$ cat config.mk
export PLATFORM = sky130hd
export DESIGN_NAME = ipv6_text_address_parser_top
export DESIGN_NICKNAME = d
export VERILOG_FILES = /design/src/rtl/core/ipv6p_pkg.sv /design/src/rtl/core/ipv6p_front.sv /design/src/rtl/core/ipv6p_queue.sv /design/src/rtl/core/ipv6p_back.sv /design/src/rtl/core/ipv6_text_address_parser_top.sv
export SDC_FILE = /design/constraint.sdc
export NUM_CORES = 1
export LEC_CHECK = 0
export ABC_AREA = 1
export BUFFER_PORTS_ARGS = -buffer_cell sky130_fd_sc_hd__buf_2
export CAP_MARGIN = 20
export CORE_ASPECT_RATIO = 1.75
export CORE_MARGIN = 3
export CORE_UTILIZATION = 23
export CTS_CLUSTER_SIZE = 28
export DETAILED_ROUTE_END_ITERATION = 6
export PLACE_DENSITY = 0.51
export SLEW_MARGIN = 40
export SYNTH_ARGS = -nofsm -noshare
export SYNTH_HDL_FRONTEND = slang
export SYNTH_SLANG_ARGS = --single-unit
$ cat constraint.sdc
create_clock -name clk -period 9.5 [get_ports clk]
set_clock_uncertainty 0.15 [all_clocks]
set_input_delay 0.95 -clock clk [delete_from_list [all_inputs] [get_ports clk]]
set_output_delay 0.95 -clock clk [all_outputs]
set_load 0.005 [all_outputs]
$ cat src/rtl/core/ipv6p_pkg.sv
// Package for the IPv6 text address parser.
// Holds the character class codes, the classified request type and the classifier.
// No dependencies.
`timescale 1ns / 1ps
`default_nettype none

package ipv6p_pkg;

  localparam logic [1:0] KIND_DIGIT = 2'd0;
  localparam logic [1:0] KIND_COLON = 2'd1;
  localparam logic [1:0] KIND_TERM  = 2'd2;
  localparam logic [1:0] KIND_DOT   = 2'd3;

  localparam logic [7:0] CH_COLON = 8'h3A;
  localparam logic [7:0] CH_DOT   = 8'h2E;

  localparam int GROUP_W   = 16;
  localparam int HALF_W    = 64;
  localparam int LEN_W     = 6;
  localparam int GROUPS    = 8;

  // Shortest and longest valid text: eight groups and seven colons.
  localparam logic [LEN_W-1:0] MIN_VALID_LEN = 6'd15;
  localparam logic [LEN_W-1:0] MAX_VALID_LEN = 6'd39;
  localparam logic [LEN_W-1:0] LEN_SAT       = 6'd63;

  typedef struct packed {
    logic [1:0] kind;
    logic [3:0] digit;
  } char_class_t;

  function automatic char_class_t classify(input logic [7:0] c);
    char_class_t r;
    r.kind  = KIND_TERM;
    r.digit = c[3:0];
    if (c >= 8'h30 && c <= 8'h39) begin
      r.kind = KIND_DIGIT;
    end else if ((c >= 8'h41 && c <= 8'h46) || (c >= 8'h61 && c <= 8'h66)) begin
      r.kind  = KIND_DIGIT;
      r.digit = c[3:0] + 4'd9;
    end else if (c == CH_COLON) begin
      r.kind = KIND_COLON;
    end else if (c == CH_DOT) begin
      r.kind = KIND_DOT;
    end
    return r;
  endfunction

endpackage

`default_nettype wire

$ cat src/rtl/core/ipv6p_front.sv
// Front stage of the IPv6 text parser: accepts characters and classifies them.
// Depends on ipv6p_pkg for the class type and classifier.
`timescale 1ns / 1ps
`default_nettype none

module ipv6p_front import ipv6p_pkg::*; (
  input  wire logic        clk,
  input  wire logic        rst,
  input  wire logic        in_valid,
  output logic             in_stall,
  input  wire logic [7:0]  character,
  output logic             push,
  input  wire logic        full,
  output char_class_t      push_item
);

  logic        held;
  char_class_t item;

  // The held request moves on whenever the queue has room.
  assign push      = held && !full;
  assign push_item = item;
  assign in_stall  = held && full;

  always_ff @(posedge clk) begin
    if (rst) begin
      held <= 1'b0;
    end else if (in_valid && !in_stall) begin
      held <= 1'b1;
    end else if (push) begin
      held <= 1'b0;
    end
  end

  always_ff @(posedge clk) begin
    if (in_valid && !in_stall) begin
      item <= classify(character);
    end
  end

endmodule

`default_nettype wire

$ cat src/rtl/core/ipv6p_queue.sv
// Short queue between the classifier and the address builder.
// Depends on ipv6p_pkg for the request type.
`timescale 1ns / 1ps
`default_nettype none

module ipv6p_queue import ipv6p_pkg::*; #(
  parameter int DEPTH = 4
) (
  input  wire logic          clk,
  input  wire logic          rst,
  input  wire logic          push,
  input  char_class_t        push_item,
  output logic               full,
  input  wire logic          pop,
  output logic               nonempty,
  output char_class_t        head,
  output logic [$clog2(DEPTH+1)-1:0] level
);

  localparam int PTR_W = $clog2(DEPTH);
  localparam int CNT_W = $clog2(DEPTH + 1);

  char_class_t      entries [DEPTH];
  logic [PTR_W-1:0] wr_ptr;
  logic [PTR_W-1:0] rd_ptr;
  logic [CNT_W-1:0] count;

  assign full     = (count == CNT_W'(DEPTH));
  assign nonempty = (count != '0);
  assign head     = entries[rd_ptr];
  assign level    = count;

  always_ff @(posedge clk) begin
    if (rst) begin
      wr_ptr <= '0;
      rd_ptr <= '0;
      count  <= '0;
    end else begin
      if (push) begin
        wr_ptr <= (wr_ptr == PTR_W'(DEPTH - 1)) ? '0 : wr_ptr + 1'b1;
      end
      if (pop) begin
        rd_ptr <= (rd_ptr == PTR_W'(DEPTH - 1)) ? '0 : rd_ptr + 1'b1;
      end
      if (push && !pop) begin
        count <= count + 1'b1;
      end else if (pop && !push) begin
        count <= count - 1'b1;
      end
    end
  end

  always_ff @(posedge clk) begin
    if (push) begin
      entries[wr_ptr] <= push_item;
    end
  end

endmodule

`default_nettype wire

$ cat src/rtl/core/ipv6p_back.sv
// Back stage of the IPv6 text parser: builds groups and issues one result per terminator.
// Depends on ipv6p_pkg for class codes, widths and the request type.
`timescale 1ns / 1ps
`default_nettype none

module ipv6p_back import ipv6p_pkg::*; (
  input  wire logic               clk,
  input  wire logic               rst,
  input  wire logic               nonempty,
  input  char_class_t             head,
  output logic                    pop,
  output logic                    out_valid,
  input  wire logic               out_stall,
  output logic [HALF_W-1:0]       address_high,
  output logic [HALF_W-1:0]       address_low,
  output logic [LEN_W-1:0]        text_length,
  output logic                    status
);

  logic [GROUP_W-1:0] groups [GROUPS-1];
  logic [GROUP_W-1:0] group_value;
  logic [2:0]         digit_count;
  logic [2:0]         group_count;
  logic [LEN_W-1:0]   char_count;
  logic               error_flag;

  logic is_term;
  logic bad;
  logic out_free;

  assign is_term  = (head.kind == KIND_TERM) || (head.kind == KIND_DOT);
  assign out_free = !out_valid || !out_stall;
  assign pop      = nonempty && (!is_term || out_free);

  assign bad = error_flag || (head.kind == KIND_DOT) || (digit_count == 3'd0) ||
               (group_count != 3'd7);

  always_ff @(posedge clk) begin
    if (rst) begin
      group_value <= '0;
      digit_count <= '0;
      group_count <= '0;
      char_count  <= '0;
      error_flag  <= 1'b0;
      out_valid   <= 1'b0;
    end else begin
      if (out_valid && !out_stall && !(pop && is_term)) begin
        out_valid <= 1'b0;
      end
      if (pop) begin
        case (head.kind)
          KIND_DIGIT: begin
            if (char_count != LEN_SAT) begin
              char_count <= char_count + 1'b1;
            end
            if (!error_flag) begin
              if (digit_count == 3'd4) begin
                error_flag <= 1'b1;
              end else begin
                group_value <= {group_value[GROUP_W-5:0], head.digit};
                digit_count <= digit_count + 1'b1;
              end
            end
          end
          KIND_COLON: begin
            if (char_count != LEN_SAT) begin
              char_count <= char_count + 1'b1;
            end
            if (!error_flag) begin
              if (digit_count == 3'd0 || group_count == 3'd7) begin
                error_flag <= 1'b1;
              end else begin
                group_count <= group_count + 1'b1;
                group_value <= '0;
                digit_count <= '0;
              end
            end
          end
          default: begin
            // Terminator: start a fresh address after the result.
            out_valid   <= 1'b1;
            group_value <= '0;
            digit_count <= '0;
            group_count <= '0;
            char_count  <= '0;
            error_flag  <= 1'b0;
          end
        endcase
      end
    end
  end

  // Completed groups need no clearing: a valid result requires all seven written.
  always_ff @(posedge clk) begin
    if (pop && head.kind == KIND_COLON && !error_flag && digit_count != 3'd0 &&
        group_count != 3'd7) begin
      groups[group_count] <= group_value;
    end
  end

  always_ff @(posedge clk) begin
    if (pop && is_term) begin
      if (bad) begin
        address_high <= '0;
        address_low  <= '0;
        text_length  <= '0;
        status       <= 1'b1;
      end else begin
        address_high <= {groups[0], groups[1], groups[2], groups[3]};
        address_low  <= {groups[4], groups[5], groups[6], group_value};
        text_length  <= char_count;
        status       <= 1'b0;
      end
    end
  end

endmodule

`default_nettype wire

$ cat src/rtl/core/ipv6_text_address_parser_top.sv
// IPv6 text address parser, top level.
// Path: a terminator is registered in the front stage, then written into the queue,
// then popped by the back stage, which registers the result and raises out_valid.
// Throughput: one character per cycle; the queue absorbs output stalls until it fills.
// Reset: synchronous rst clears the stage, queue and parse state; no clearing pass.
// Depends on ipv6p_pkg, ipv6p_front, ipv6p_queue and ipv6p_back.
`timescale 1ns / 1ps
`default_nettype none

module ipv6_text_address_parser_top import ipv6p_pkg::*; #(
  parameter int QUEUE_DEPTH = 4
) (
  input  wire logic               clk,
  input  wire logic               rst,
  input  wire logic               in_valid,
  output logic                    in_stall,
  input  wire logic [7:0]         character,
  output logic                    out_valid,
  input  wire logic               out_stall,
  output logic [HALF_W-1:0]       address_high,
  output logic [HALF_W-1:0]       address_low,
  output logic [LEN_W-1:0]        text_length,
  output logic                    status
);

  logic        push;
  logic        full;
  logic        pop;
  logic        nonempty;
  char_class_t push_item;
  char_class_t head;
  logic [$clog2(QUEUE_DEPTH+1)-1:0] level;

  ipv6p_front u_front (
    .clk       (clk),
    .rst       (rst),
    .in_valid  (in_valid),
    .in_stall  (in_stall),
    .character (character),
    .push      (push),
    .full      (full),
    .push_item (push_item)
  );

  ipv6p_queue #(.DEPTH(QUEUE_DEPTH)) u_queue (
    .clk       (clk),
    .rst       (rst),
    .push      (push),
    .push_item (push_item),
    .full      (full),
    .pop       (pop),
    .nonempty  (nonempty),
    .head      (head),
    .level     (level)
  );

  ipv6p_back u_back (
    .clk          (clk),
    .rst          (rst),
    .nonempty     (nonempty),
    .head         (head),
    .pop          (pop),
    .out_valid    (out_valid),
    .out_stall    (out_stall),
    .address_high (address_high),
    .address_low  (address_low),
    .text_length  (text_length),
    .status       (status)
  );

  a_level_bound: assert property (@(posedge clk) disable iff (rst)
    level <= ($clog2(QUEUE_DEPTH+1))'(QUEUE_DEPTH))
    else $error("queue level beyond depth");

  a_error_result_zero: assert property (@(posedge clk) disable iff (rst)
    (out_valid && status) |-> (text_length == '0 && address_high == '0 &&
                               address_low == '0))
    else $error("error result carries nonzero fields");

  a_valid_length: assert property (@(posedge clk) disable iff (rst)
    (out_valid && !status) |-> (text_length >= MIN_VALID_LEN &&
                                text_length <= MAX_VALID_LEN))
    else $error("valid result with impossible length");

  a_stall_needs_full: assert property (@(posedge clk) disable iff (rst)
    in_stall |-> full)
    else $error("input stalled while queue has room");

endmodule

`default_nettype wire
==> results.yml, run 1 <==
clocking:
  cts_root_buf: "clkbuf_16"
  holdBufCountCts: 0
  clk_path_buf_depth: 3
  cts_resized: 0
  clkLatencyLatePin_ns: 0.56
  htree_levels: 1
  clkSinkCount: 317
  cts_tree: "yes"
  clk_pin_slew_worst_paths_ns: 0.07
  post-cts-setup-buffers: 0
  numCtsBuffers: 30
global_routing:
  grt_pass1_wl_um: 41200
  grt_max_degree: 79
  antenna_found_initial: 0
  track_usage: 0.100
  grt_overflow: 0
  grt_pass1_vias: 6780
worst_setup_path:
  path_class: "reg2reg"
  crit_top_cell: "nand2_1"
  max_stage_delay_ns: 0.67
  slowest_stage: "buf_4"
  endpoint_kind: "register"
  cp_cell_sequence: "inv_2 > nand2_1 > nand3_1 > nand3_1 > nand2_1 > inv_2 > nand2_1 > inv_6 > buf_4"
  ff2ff_setup_slack_ns: 6.05
  cp.buffers_inverters: 4
  cpLargestDelayFamily: "buffers and inverters"
  cp_data_required_time_ns: 9.54
  cp_data_arrival_time_ns: 3.49
  critPathLaunchType: "register"
  critPathMaxFanout: 78
cells_and_area:
  seq_area_mm2: 0.00912
  multi_input_area_mm2: 0.00191
  syn2layout_area_growth_pct: 21.4
  nets: 1104
  finalInstanceArea_mm2: 0.0143
  nFillCells: 5117
  drive_gt1_frac: 0.197
  n_antenna_cell: 0
floorplanning:
  die_w_um: 177
  initial_core_util: 0.232
  core_area_mm2: 0.0506
  ios: 149
  rows: 109
  dieArea_mm2: 0.0540
  die_h_um: 305
pwr:
  switching_power_mw: 1.30
  peakVddDrop_v: 0.000147
  sequentialPowerShare: 0.518
  powerDensity_mw_per_mm2: 295
  switching_share: 0.309
  clockPowerShare: 0.285
  p_int_mw: 2.91
  power_frac_comb: 0.197
  totalPowerFinal_mw: 4.21
  leakagePower_nw: 5.74
drt:
  wl_per_cell_um: 15.6
  viasPerCell: 3.81
  drc: 0
  drtIter0Drc: 324
  drt_first_pass_iters: 4
  antenna_left: 0
  num_vias: 6714
  routed_wl_um: 27400
sta:
  finalSetupTns_ns: 0
  relSlewSlack: 0.488
  hold_viol_final: 0
  fin_crit_sh: 0.364
  period_needed_ns: 3.45
  fmax_ghz: 0.289
  maxSlewViolCount: 0
  worst_slew_pin_slew_ns: 0.769
  hold-worst-slack_ns: 0.321
  finalSetupViolations: 0
  rsz0062_at_grt: "no"
synthesis:
  synth_area_mm2: 0.0118
  yosys_warnings: 0
  yosysUniqueCellTypes: 32
  ys_seq_elements: 317
  syn_nets: 943
  ys_seq_area_frac: 0.775
  syn_area_per_cell_um2: 12.9
  netlist_instances: 915
placement:
  hpwl_um: 18800
  placement.cell_area_mm2: 0.0133
  gp_congestion: 0.783
  portBuffers: 148
worst_hold_path:
  hold_path.class: "reg2reg"
job:
  max_cap_viol_count: 0
status:
  outcome: "finished clean"
-- power by group through the flow --
stage               Clock (mW)  Combinational, mW  Sequential, mW
floorplan                    0              0.423            2.17
detailed placement           0              0.852            2.23
finish                    1.20              0.827            2.18
global route              1.29              0.944            2.22
global placement             0              0.835            2.23
CTS                       1.24              0.855            2.20
-- stage by stage --
step	worst slack, ns	utilization	std cells
6_report	6.05	0.282	1763
5_1_grt	5.63	0.282	1763
4_1_cts	5.97	0.282	1763
3_5_place_dp	5.72	0.263	1710
3_3_place_gp	5.75	0.262	1710
2_1_floorplan	4.68	-	915
-- synth_stat cells, drive strengths merged --
cell type  instances  area (um^2)
o211a              1         10.0
ha                15          188
o31ai              2         15.0
o22ai              4         25.0
nand3b             1         7.51
nor3               2         10.0
a31oi              1         6.26
clkbuf             4         16.3
dfxtp             40          801
edfxtp           277         8320
xor2               5         43.8
nand4              4         25.0
nand3             22          110
fa                 1         20.0
a21oi             19         95.1
o2111ai            1         15.0
inv              171          642
buf               21          135
o21ai             31          155
nor4               1         6.26
and3               1         6.26
nor2             224          843
nand2             64          245
a211oi             1         7.51
and2               1         6.26
xnor2              1         8.76
-- state kept, by name, indices dropped and copies added (netlist names), named ones only --
signal	cells
u_back.group_count	3
u_back.digit_count	3
u_queue.wr_ptr	2
u_front.push_item	6
u_back.char_count	6
u_back.error_flag	1
address_high	64
u_back.groups	112
u_queue.rd_ptr	2
u_queue.level	3
u_back.group_value	16
u_front.held	1
u_back.out_valid	1
address_low	48
u_back.address_low	16
u_queue.entries	24
u_back.status	1
u_back.text_length	6
-- cells in the final DEF, fill, tap and decap left out, drive strengths merged --
master,count
and3,1
xnor2,1
clkbuf,35
inv,173
fa,1
o211a,1
nor4,1
clkinv,10
nand4,4
o22ai,4
o21ai,31
buf,154
dfxtp,40
xor2,5
clkinvlp,3
nor3,2
nand3b,1
a21oi,19
and2,1
a211oi,1
o2111ai,1
a31oi,1
o31ai,2
nand2,64
nand3,22
edfxtp,277
ha,15
bufinv,3
nor2,224
-- kinds of logic after synthesis --
| group | count (synthesis) | share of synthesized area |
|---|---|---|
| AND/OR/NAND/NOR | 320 | 0.107 |
| flip-flops | 317 | 0.775 |
| buffers and inverters | 196 | 0.0674 |
| AO/OA/AOI/OAI | 60 | 0.0280 |
| adder cells (fa/ha/maj) | 16 | 0.0177 |
| XOR/XNOR | 6 | 0.00447 |
-- final timing paths --
path	start	endpoint	depth (start not counted)
worst max-delay path	register	address_low[18]	9
worst min-delay path	u_back.error_flag	u_back.error_flag	2
worst max register to register	register	address_low[18]	9
worst min register to register	u_back.error_flag	u_back.error_flag	2
-- worst reg2reg max path, stage by stage (launching register included) --
cell,delay (ns)
dfxtp_1,0.56
inv_2,0.18
nand2_1,0.11
nand3_1,0.09
nand3_1,0.10
nand2_1,0.16
inv_2,0.21
nand2_1,0.19
inv_6,0.59
buf_4,0.69
-- metal layers --
layer  GRT usage  vias to the layer above  routed length, um
li1            -                     3300                  -
met1       0.106                     3207              10300
met2       0.200                      165              15400
met3      0.0114                       42                959
met4      0.0349                        0                771
met5           0                        -                  0
-- final cells by class --
| cell class | instances | share of cell area |
|---|---|---|
| Clock inverter | 18 | 0.0136 |
| Clock buffer | 35 | 0.0554 |
| Multi-Input combinational cell | 402 | 0.133 |
| Inverter | 171 | 0.0453 |
| Tap cell | 666 | 0.0584 |
| Timing Repair Buffer | 154 | 0.0550 |
| Sequential cell | 317 | 0.639 |
Power figures use the tool's default switching activity.
==> run 2, diff against run 1 <==
==> constraint.sdc (replaced) <==
create_clock -name clk -period 3.5 [get_ports clk]
set_clock_uncertainty 0.15 [all_clocks]
set_input_delay 0.35 -clock clk [delete_from_list [all_inputs] [get_ports clk]]
set_output_delay 0.35 -clock clk [all_outputs]
set_load 0.005 [all_outputs]
==> run 2 against run 1 <==
Clock-buffer cell count unchanged. Fmax up 33%. Wire length up 4.4%.
==> results.yml, run 2 (synthesized netlist as in run 1, its figures left out) <==
sta:
  fmax_ghz: 0.385
  relSlewSlack: 0.496
  period_needed_ns: 2.60
  setup_ws_ns: 0.903
  hold-worst-slack_ns: 0.0282
  rsz0062_at_grt: "no"
  worst_slew_pin_slew_ns: 0.751
  hold_viol_final: 0
  finalSetupTns_ns: 0
  finalSetupViolations: 0
  fin_crit_sh: 0.742
  maxSlewViolCount: 0
drt:
  routed_wl_um: 28700
  drt_first_pass_iters: 4
  wl_per_cell_um: 16.2
  drc: 0
  drtIter0Drc: 381
  antenna_left: 0
  num_vias: 6920
  viasPerCell: 3.91
placement:
  placement.cell_area_mm2: 0.0134
  portBuffers: 148
  gp_congestion: 0.780
  hpwl_um: 19900
  post-place-cells: 1714
  dp_slack_ns: 0.875
worst_setup_path:
  cp_data_required_time_ns: 3.60
  critPathLaunchType: "register"
  critPathMaxFanout: 13
  ff2ff_setup_slack_ns: 0.90
  endpoint_kind: "register"
  path_class: "reg2reg"
  r2r_cells: 11
  cp_data_arrival_time_ns: 2.70
  rr_endpoint: "u_back.groups[0][13]"
pwr:
  power_frac_comb: 0.209
  totalPowerFinal_mw: 11.3
  peakVddDrop_v: 0.000545
  switching_share: 0.312
  sequentialPowerShare: 0.522
  switching_power_mw: 3.52
  p_int_mw: 7.75
  leakagePower_nw: 5.75
  powerDensity_mw_per_mm2: 789
  clockPowerShare: 0.270
floorplanning:
  core_area_mm2: 0.0506
  initial_core_util: 0.232
  dieArea_mm2: 0.0540
  rows: 109
  die_w_um: 177
  ios: 149
  die_h_um: 305
worst_hold_path:
  hold_path_end: "u_front.push_item[3]"
  worstHoldPathCells: 3
  hold_path.class: "in2reg"
  hold_start: "character[3]"
clocking:
  htree_levels: 1
  cts_tree: "yes"
  cts_root_buf: "clkbuf_16"
  clk_pin_slew_worst_paths_ns: 0.07
  holdBufCountCts: 2
  clk_path_buf_depth: 3
  cts_resized: 0
  post-cts-setup-buffers: 0
  numCtsBuffers: 29
  clkLatencyLatePin_ns: 0.56
  clkSinkCount: 317
global_routing:
  antenna_found_initial: 0
  grt_pass1_vias: 7054
  track_usage: 0.104
  grt_pass1_wl_um: 42800
  grt_max_degree: 136
  grt_overflow: 0
cells_and_area:
  largest_register_ffs: 112
  finalInstanceArea_mm2: 0.0143
  fin_util: 0.282
  nFillCells: 5164
  drive_gt1_frac: 0.204
  final_common_cell: "edfxtp_1"
  nets: 1109
  syn2layout_area_growth_pct: 21.4
  regMostFlops: "u_back.groups"
  stdcell_count: 1771
  mostFrequentLayoutCells: "277 x edfxtp_1, 217 x nor2_1, 165 x inv_1"
  top_regs: "u_back.groups: 112 flops, address_high: 64 flops, address_low: 48 flops"
job:
  max_cap_viol_count: 0
status:
  outcome: "finished clean"
-- run 2: worst max path at each step --
stage / startpoint / slack (ns) / cells past startpoint / endpoint
CTS: register / 0.87 / 11 / u_back.groups[0][10]
global route: register / 0.61 / 11 / u_back.groups[0][10]
finish: register / 0.90 / 11 / u_back.groups[0][13]
detailed placement: register / 0.88 / 11 / u_back.groups[0][13]
global placement: register / 0.81 / 10 / u_back.groups[2][12]
floorplan: register / 0.002 / 9 / address_high[0]
-- run 2: layer usage --
layer | share of wire | GRT usage
met1 | 0.37 | 0.111
met2 | 0.57 | 0.207
met3 | 0.039 | 0.0126
met4 | 0.029 | 0.0366
met5 | 0 | 0
-- run 2: layout make-up --
| type | instances | area [um^2] | share of cell area |
|---|---|---|---|
| flip-flops and latches | 317 | 9120 | 0.639 |
| multi-input cells | 402 | 1910 | 0.134 |
| repair buffers | 160 | 861 | 0.0603 |
| well taps | 666 | 833 | 0.0583 |
| clock buffers | 35 | 768 | 0.0538 |
| inverters | 171 | 646 | 0.0452 |
| clock inverters | 19 | 135 | 0.00946 |
| diodes | 1 | 2.50 | 0.000175 |
-- run 2: critical path: stages, from the launching register on --
cell and delay (ns):
dfxtp_2 0.45, inv_2 0.13, nand2_1 0.10, nand3_2 0.08
nand3_1 0.14, nand2_2 0.11, inv_2 0.19, nand2_1 0.10
inv_2 0.09, nand2_1 0.10, nor2_2 0.37, buf_4 0.28
-- run 2: power by group through the flow --
| stage | clock network [mW] | logic [mW] | registers [mW] |
|---|---|---|---|
| 3_5_place_dp | 0 | 2.42 | 6.01 |
| 2_1_floorplan | 0 | 1.19 | 5.85 |
| 5_1_grt | 3.27 | 2.67 | 5.98 |
| 3_3_place_gp | 0 | 2.38 | 6.01 |
| 4_1_cts | 3.13 | 2.43 | 5.94 |
| 6_report | 3.04 | 2.35 | 5.88 |
